`config.mk`:
```
export PLATFORM = sky130hd
export DESIGN_NAME = bpq_ffs
export DESIGN_NICKNAME = d
export VERILOG_FILES = /design/src/rtl/core/bpq_ffs.sv
export SDC_FILE = /design/constraint.sdc
export NUM_CORES = 1
export LEC_CHECK = 0
export BUFFER_PORTS_ARGS = -buffer_cell sky130_fd_sc_hd__buf_2
export CORE_AREA = 3 3 40 42
export DETAILED_ROUTE_END_ITERATION = 7
export DIE_AREA = 0 0 43 45
export GPL_TIMING_DRIVEN = 1
export PLACE_DENSITY_LB_ADDON = 0.08
export SLEW_MARGIN = 20
export SYNTH_ARGS = -nofsm -noshare
export SYNTH_HDL_FRONTEND = slang
export SYNTH_SLANG_ARGS = --single-unit
```
`constraint.sdc`:
```
create_clock -name vclk -period 2
set_clock_uncertainty 0.05 [all_clocks]
set_input_delay 0.4 -clock vclk [all_inputs]
set_output_delay 0.4 -clock vclk [all_outputs]
set_load 0.005 [all_outputs]
```
`src/rtl/core/bpq_ffs.sv`:
```
// find-first-set: lowest set bit of a vector and whether any bit is set.
// no dependencies; used for the word summary and for one occupancy word.
`timescale 1ns / 1ps
`default_nettype none

module bpq_ffs #(
    parameter int  WIDTH = 32,
    localparam int IW    = (WIDTH > 1) ? $clog2(WIDTH) : 1
) (
    input  wire logic [WIDTH-1:0] i_bits,
    output logic                  o_found,
    output logic      [IW-1:0]    o_index
);

    always_comb begin
        o_found = |i_bits;
        o_index = '0;
        // scan down so the lowest set bit wins
        for (int i = WIDTH - 1; i >= 0; i--) begin
            if (i_bits[i]) begin
                o_index = IW'(i);
            end
        end
    end

endmodule

`default_nettype wire

```
==> impl_metrics.env <==
export IMPL_status="finished, final reports clean"
export IMPL_synth_most_common_cell="nor2_1"
export IMPL_netlist_top_cells_count="nor2_1, a21oi_1, nor4_1, inv_1, nor3_1"
export IMPL_cts_hold_buf=0
export IMPL_layout_drive_gt1_share_pct=59.3
export IMPL_final_antenna_net_count=0
export IMPL_grt_max_degree=6
export IMPL_wire_per_inst_um=12.0
export IMPL_seq_cells=0
export IMPL_nClkBuffers=0
export IMPL_register_area_um2=0
export IMPL_ys_types=24
export IMPL_drt_pass1_iterations=4
export IMPL_fillers=127
export IMPL_portBuffers=38
export IMPL_die_height_um=45
export IMPL_crit_path_start_kind="primary input"
export IMPL_dp_slack_ns=-0.105
export IMPL_max_freq_mhz=503
export IMPL_vias_per_cell=5.19
export IMPL_ys_seq_area_share_pct=0
export IMPL_holdWs_ns=1.08
export IMPL_power_density_mw_per_mm2=160
export IMPL_die_area_mm2=0.00194
export IMPL_area_growth_syn_to_layout_pct=103
export IMPL_rows=13
export IMPL_initialDrtViolationCount=15
export IMPL_path_cells="buf_2 > or4_4 > nor3_2 > nand4_1 > buf_2"
export IMPL_grt_pass1_vias=584
export IMPL_synth_area_per_cell_um2=5.93
export IMPL_die_x_um=43
export IMPL_syn_nets=97
export IMPL_crit_slowest_cell="or4_4"
export IMPL_yosysTopAreaCell="nor4_1"
export IMPL_rsz0062_at_grt="true"
export IMPL_io_pins=38
export IMPL_routabilityCongestion=0.777
export IMPL_critPathBufInv=2
export IMPL_slowest_delay_ns=0.56
export IMPL_crit_arrival_ns=1.54
export IMPL_fin_crit_sh_pct=99.5
export IMPL_p_leak_uw=0.000339
export IMPL_path_common_cell="buf_2"
export IMPL_netlist_area_leader_share_pct=11.4
export IMPL_vias=664
export IMPL_slew_headroom_pct=75.0
export IMPL_hold_viol_final=0
export IMPL_hold_path_class="in2out"
export IMPL_initial_core_util_pct=30.0
export IMPL_worst_pin_slew_ns=0.372
export IMPL_slew_violations=0
export IMPL_worstPathRequired_ns=1.55
export IMPL_nets=147
export IMPL_track_usage_pct=15.3
export IMPL_yosys_warnings=0
export IMPL_syn_area_um2=385
export IMPL_placeableCoreArea_mm2=0.00128
export IMPL_grt_antenna_before_repair=0
export IMPL_post_cts_repair_setup_buffers=0
export IMPL_dpl_hpwl_um=1270
export IMPL_crit_type="in2out"
export IMPL_fin_ws_ns=0.0105
export IMPL_routed_wl_um=1540
export IMPL_remaining_drc_errors=0
export IMPL_grt_pass1_wl_um=2380
export IMPL_final_setup_viol_count=0
export IMPL_critPathCaptureType="output pin"
export IMPL_maxCapViolCount=0
export IMPL_yosys_top_cells_area="nor4_1, nor2_1, a21oi_1, o31ai_1, nor3_1"
export IMPL_cp_top_family="simple AND/OR/NAND/NOR gates"
export IMPL_worstPathMaxFanout=3
export IMPL_period_minus_slack_ns=1.99
export IMPL_syn_instance_count=65
export IMPL_antennaDiodeCount=0
export IMPL_multi_input_area_um2=447
export IMPL_overflow=0
export IMPL_max_vdd_ir_drop_mv=0.0860
-- stage by stage --
stage / utilization (%) / instance area, um2 / cells / TNS [ns] / power [uW]
after global routing: 60.8 / 781 / 128 / -0.130 / 138
after global placement: 52.1 / 669 / 128 / -0.109 / 101
final: 60.8 / 781 / 128 / 0 / 125
after floorplan: - / 385 / 65 / 0 / 29.4
after CTS: 54.4 / 699 / 128 / -0.0195 / 108
after detailed placement: 52.1 / 669 / 128 / -0.144 / 102
-- timing repair --
item	in CTS	in global routing
pin swaps	2	10
endpoints found under the setup margin	2	6
resized for setup	6	18
-- power breakdown --
group	switching, uW	internal (uW)	total (uW)	leakage, uW
Clock	0	0	0	0
Combinational	61.2	63.8	125	0.000339
Sequential	0	0	0	0
Total	61.2	63.8	125	0.000339
-- metal layers --
layer  routed length, um  vias up  GRT usage [%]
met3                  80        0          0.398
li1                    -      354              -
met5                   0        -              0
met1                 726      290           22.1
met4                   0        0              0
met2                 729       20           26.9
-- worst paths after layout --
check,start,end,slack (ns),cells after the start
max,i_bits[18],o_found,0.01,5
min,i_bits[2],o_index[0],1.08,3
-- worst min-delay path, delay by kind of cell --
kind | cells | cell delay, ns
buffers and inverters | 2 | 0.26
AO/OA/AOI/OAI | 1 | 0.07
-- cell usage in the layout (no fill, tap or decap), types with 2 or more instances in the layout --
| cell | instances |
|---|---|
| buf_2 | 33 |
| buf_4 | 11 |
| nor2_1 | 8 |
| a21oi_1 | 6 |
| inv_1 | 6 |
| nor3_1 | 5 |
| buf_6 | 4 |
| nor4_2 | 3 |
| nand2_1 | 3 |
| nor4_1 | 3 |
| or4_4 | 2 |
| or4_1 | 2 |
| o31ai_2 | 2 |
| o31ai_1 | 2 |
| nor3_2 | 2 |
-- kinds of logic (layout without fill, tap and decap cells) --
kind of cell | after synthesis | in the layout | synth area share (%)
and+or+nand+nor | 37 | 37 | 55.5
buffers and inverters | 6 | 54 | 5.84
AOI/OAI and AO/OA | 22 | 22 | 38.6
-- cell type report --
| cell class | instances | share of cell area, % |
|---|---|---|
| timing repair buffer | 48 | 37.5 |
| tap | 15 | 2.40 |
| inverter | 6 | 2.88 |
| multi-input combinational | 59 | 57.2 |
Note: power is estimated with default switching activity, not from simulation.
