==> config.mk <==
export PLATFORM = sky130hd
export DESIGN_NAME = bpq_ram
export DESIGN_NICKNAME = d
export VERILOG_FILES = /design/src/rtl/core/bpq_ram.sv
export SDC_FILE = /design/constraint.sdc
export NUM_CORES = 1
export LEC_CHECK = 0
export BUFFER_PORTS_ARGS = -buffer_cell sky130_fd_sc_hd__clkbuf_2
export CAP_MARGIN = 15
export CORE_MARGIN = 2
export CORE_UTILIZATION = 55
export CTS_CLUSTER_DIAMETER = 150
export DETAILED_ROUTE_END_ITERATION = 10
export GPL_ROUTABILITY_DRIVEN = 0
export PLACE_DENSITY = 0.72
export SYNTH_ARGS = -nofsm -noshare
export SYNTH_HDL_FRONTEND = slang
export SYNTH_SLANG_ARGS = --single-unit
==> constraint.sdc <==
create_clock -name i_clk -period 2.4 [get_ports i_clk]
set_clock_uncertainty 0.05 [all_clocks]
set_input_delay 0.48 -clock i_clk [delete_from_list [all_inputs] [get_ports i_clk]]
set_output_delay 0.48 -clock i_clk [all_outputs]
set_load 0.03 [all_outputs]
==> src/rtl/core/bpq_ram.sv <==
// generic single-port synchronous ram, one access per cycle, registered read.
// no dependencies.
`timescale 1ns / 1ps
`default_nettype none

module bpq_ram #(
    parameter int  WIDTH = 8,
    parameter int  DEPTH = 16,
    localparam int AW    = (DEPTH > 1) ? $clog2(DEPTH) : 1
) (
    input  wire logic             i_clk,
    input  wire logic             i_we,
    input  wire logic [AW-1:0]    i_addr,
    input  wire logic [WIDTH-1:0] i_wdata,
    output logic      [WIDTH-1:0] o_rdata
);

    logic [WIDTH-1:0] r_mem [DEPTH];
    logic [WIDTH-1:0] r_rdata;

    always_ff @(posedge i_clk) begin
        if (i_we) begin
            r_mem[i_addr] <= i_wdata;
        end
        r_rdata <= r_mem[i_addr];
    end

    assign o_rdata = r_rdata;

endmodule

`default_nettype wire

==> reports/qor.txt, run 1 <==
status: finished, final reports clean
async set or reset register ratio after synthesis: 0
# fillers: 575
Clock Sinks: 136
port bufs: 21
setup repair bufs after CTS: 0
clk_lat worst skew: 510 ps
power after layout: 0.00568 W
via count: 2406
worst relative slew slack: 0.613
P_sw: 0.00109 W
Synth Instances: 230
Bufs and invs on worst path: 1
Final min period: 1600 ps
1st-pass router iterations: 4
Lkg Pwr: 2.05 nW
hold buffers post-CTS: 0
synth warn: 0
synthesized area per cell: 22.0 µm²
dominant cell type by area after synthesis: edfxtp_1
most common cell in the synthesized netlist: edfxtp_1
Synth top area share: 0.759
largest net degree at the start of global routing: 40
Total Nets Final: 295
GR Util All Layers: 0.214
DRT Wirelength: 9630 µm
Core Area: 9110 µm²
Ant. Diodes: 0
Worst Max-Slew Pin Slew: 579 ps
kind of critical path: flop to primary output
family with the most delay on the worst path: flip-flops
Routed Antenna Nets: 0
Worst IR Drop VDD: 632 µV
number of flops mapped to enable cells by yosys: 128
critical path required time: 1870 ps
Worst path slowest cell: dfxtp_1
post-detail-place hpwl: 6040 µm
Resized cells post-CTS: 0
drt drc: 0
Hold Path Depth: 1
# setup viols final: 0
Layout area overhead: 19.9%
ys flop type: edfxtp_1
Fin. Hold Viols: 0
Worst setup EP type: primary output
Cell Pwr Density: 934 nW/µm²
internal power: 0.00458 W
Initial Utilization: 0.556
sequential fraction of design power: 0.471
combinational share of power: 0.049
TritonCTS buffer count: 17
layout cell share with drive strength beyond 1: 0.361
RSZ-0062 raised after global routing: false
multi-input logic area: 1000 µm²
die outline height: 100 µm
worst stage delay on the critical path: 350 ps
CP Launch Type: flop
Seq/Total Area, Yosys: 0.790
f_max: 627 MHz
Final Slew Violations: 0
CTS root buffer: clkbuf_8
count of cell types in the netlist: 18
post-synthesis net count: 244
register area: 4000 µm²
sw frac: 0.192
r2r worst-path depth: 3
Fin Setup TNS: 0 ps
Via density: 5.94
maxcap violations: 0
Ports: 22
Yosys reg bits: 136
worst-path fanout max: 1
# rows: 35
vias in the first global route: 2509
H-Tree Level Count: 4
routed length per instance: 23.8 µm
CTS tree: built
final cycle utilization of the critical path: 0.665
initial antenna violation count: 0
crit-path cells: clkbuf_2
DRT iter0 DRCs: 146
Mapped Area: 5070 µm²
cell count along the critical path: 1
CTS clk-pin slew, worst paths: 60 ps
min-delay worst type: primary input to flop
ranking of synthesized cells by area: edfxtp_1 76%, mux4_2 14%, dfxtp_1 3.2%
Die ar.: 10000 µm²
global-route wire length before repair: 14600 µm
Clock Power Share: 0.480
arrival time worst endpoint: 1070 ps
synth cell count leaders: 128 x edfxtp_1, 32 x mux4_2, 16 x a22oi_1
worst-case clock buffer depth: 2
die width: 100 µm
Congestion Overflow GR: 0
## layout make-up
cell class / count / share of cell area
Sequential cell: 136 / 0.659
Tap cell: 111 / 0.0229
Clock buffer: 20 / 0.0716
Timing Repair Buffer: 43 / 0.0486
Multi-Input combinational cell: 83 / 0.165
Clock inverter: 12 / 0.0329
## registers in the layout, indices dropped and copies added, names as in the netlist
| name | flops |
|---|---|
| r_mem | 128 |
| o_rdata | 8 |
## power by group through the flow
stage / combinational (W) / sequential, W / clock [W]
6_report: 0.000276 / 0.00267 / 0.00273
5_1_grt: 0.000299 / 0.00268 / 0.00285
4_1_cts: 0.000281 / 0.00267 / 0.00276
3_5_place_dp: 0.000278 / 0.00272 / 0
3_3_place_gp: 0.000271 / 0.00272 / 0
2_1_floorplan: 0.000137 / 0.00275 / 0
## cell usage in the layout, fill, tap and decap left out
cell type	instances
a22oi_1	16
and2_1	1
buf_12	2
buf_4	20
bufinv_16	5
clkbuf_1	2
clkbuf_16	16
clkbuf_2	21
clkbuf_8	2
clkinv_2	2
clkinv_4	1
clkinvlp_4	3
dfxtp_1	8
edfxtp_1	128
inv_6	1
mux4_2	32
nand2_1	9
nand2b_1	2
nand3_1	1
nand3b_1	2
nor2_1	13
nor2b_1	2
nor3_1	4
or3b_2	1
## routing by layer
layer,vias to the layer above,wire (µm),track usage
met5,-,0,0
met4,0,116,0.0991
met3,7,519,0.0474
met2,87,5120,0.349
met1,1244,3870,0.280
li1,1068,-,-
## logic make-up (layout without fill, tap and decap cells)
| kind of cell | count (synthesis) | after routing | share of synthesized area |
|---|---|---|---|
| flip-flops | 136 | 136 | 0.790 |
| AND/OR/NAND/NOR | 35 | 35 | 0.0321 |
| multiplexers | 32 | 32 | 0.142 |
| AO/OA/AOI/OAI | 16 | 16 | 0.0237 |
| buffers and inverters | 11 | 75 | 0.0119 |
## through the flow
stage	setup slack, ps	instances	hold WS (ps)	area, µm²	util
global placement	409	373	604	5440	0.597
detailed placement	391	373	618	5440	0.597
finish	805	405	363	6080	0.667
CTS	779	405	336	6080	0.667
global route	777	405	367	6080	0.667
floorplan	377	230	529	5070	-
## path summary, 6_finish.rpt
check / end / start / slack, ps
max: o_rdata[1] / o_rdata[1] / 800
min: r_mem[10][7] / i_wdata[7] / 360
max reg2reg: o_rdata[6] / r_mem[3][6] / 1000
min reg2reg: o_rdata[7] / r_mem[15][7] / 620
Note: power is estimated with default switching activity, not from simulation.
==> run 2, diff against run 1 <==
CORE_UTILIZATION = 54   (was 55)
PLACE_DENSITY = 0.74   (was 0.72)
clock period = 1.3 ns   (was 2.4 ns; I/O delays follow)
==> run 2 against run 1 <==
  * The flow now finishes with violations (setup timing)
  * Clock power increased by 82%
  * Wire length rose by 16%
  * Register-to-register slack got worse by 1100 ps
  * Critical path depth increased by 2
==> reports/qor.txt, run 2 (synthesis results as in run 1) <==
die width: 101 µm
CTS tree: built
post-detail-place hpwl: 6240 µm
initial antenna violation count: 0
final cycle utilization of the critical path: 1.07
# rows: 35
most common cell after layout, fill and taps aside: edfxtp_1
RSZ-0062 raised after global routing: true
Core Area: 9150 µm²
die outline height: 101 µm
critical path required time: 1640 ps
Final Slew Violations: 0
Via density: 6.23
Worst setup EP type: flop
setup repair bufs after CTS: 0
global-route wire length before repair: 16600 µm
GR Util All Layers: 0.241
design area: 6610 µm²
Ports: 22
Die ar.: 10200 µm²
worst-case clock buffer depth: 2
largest net degree at the start of global routing: 22
arrival time worst endpoint: 1730 ps
Worst Max-Slew Pin Slew: 1040 ps
placed cell area: 5850 µm²
worst-path fanout max: 1
maxcap violations: 0
Routed Antenna Nets: 0
Hold Crit Start: i_wdata[1]
min-delay worst type: primary input to flop
DRT iter0 DRCs: 278
H-Tree Level Count: 4
via count: 2592
layout cell share with drive strength beyond 1: 0.511
Worst Setup SP: r_mem[11][4]
Congestion Overflow GR: 0
Initial Utilization: 0.554
CP Launch Type: flop
Layout area overhead: 30.4%
Ant. Diodes: 0
# fillers: 487
Fin. Hold Viols: 0
Biggest register: r_mem
max FFs per register: 128
Hold Path Depth: 1
Total Nets Final: 306
kind of critical path: flop to flop
violated checks: setup timing
routed length per instance: 26.9 µm
f_max: 719 MHz
hold buffers post-CTS: 0
vias in the first global route: 2669
# setup viols final: 10
Cell Pwr Density: 1610 nW/µm²
Final WS setup: -91.3 ps
CTS clk-pin slew, worst paths: 60 ps
Lkg Pwr: 2.19 nW
power after layout: 0.0106 W
TritonCTS buffer count: 17
drt drc: 0
Final min period: 1390 ps
port bufs: 21
Clock Sinks: 136
CTS root buffer: clkbuf_8
Worst R2R Start: r_mem[11][4]
r2r worst-path depth: 3
1st-pass router iterations: 4
worst relative slew slack: 0.305
Worst IR Drop VDD: 779 µV
status: complete, but fails checks
clk_lat worst skew: 520 ps
most frequent cells in the layout: 128 x edfxtp_1, 32 x mux4_2, 18 x buf_4
DRT Wirelength: 11200 µm
run 2: timing repair:
item | in CTS | in global routing
pin swaps | 11 | 5
endpoints found under the setup margin | 15 | 16
gates resized for setup | 35 | 8
run 2: worst max-delay path, cell delays in order (launching register included):
cell and delay (ps):
edfxtp_1 350, mux4_2 500, a22oi_2 240, nand2_1 120
run 2: final cells by class:
| type | instances | area (µm²) | area share |
|---|---|---|---|
| Clock buffer | 18 | 418 | 0.0632 |
| Clock inverter | 14 | 198 | 0.0299 |
| Multi-Input combinational cell | 83 | 1220 | 0.184 |
| Sequential cell | 136 | 4010 | 0.607 |
| Tap cell | 111 | 139 | 0.0210 |
| Timing Repair Buffer | 54 | 621 | 0.0939 |
run 2: per-layer routing:
metal,wire length [µm],GRT usage
met5,0,0
met4,214,0.0938
met3,710,0.0576
met2,5880,0.379
met1,4380,0.330
run 2: path summary, 6_finish.rpt:
kind / to / slack [ps]
setup reg to reg: o_rdata[4] / -90
hold / removal: r_mem[15][1] / 130
setup / recovery: o_rdata[4] / -90
hold reg to reg: o_rdata[6] / 650
run 2: stage by stage:
stage               utilization  std cells  TNS (ps)  hold WS (ps)  worst slack, ps
floorplan                     -        230     -2640           309             -144
global placement          0.639        384    -38910           602             -474
detailed placement        0.639        384    -39240           612             -459
CTS                       0.721        416      -270           111            -44.4
global route              0.722        416      -772           128             -110
finish                    0.722        416      -428           128            -91.3
run 2: power by group:
| group | switching, W | internal (W) | total [W] |
|---|---|---|---|
| registers | 0.0000484 | 0.00491 | 0.00496 |
| logic | 0.000388 | 0.000322 | 0.000710 |
| clock network | 0.00183 | 0.00313 | 0.00496 |
| total | 0.00227 | 0.00836 | 0.0106 |
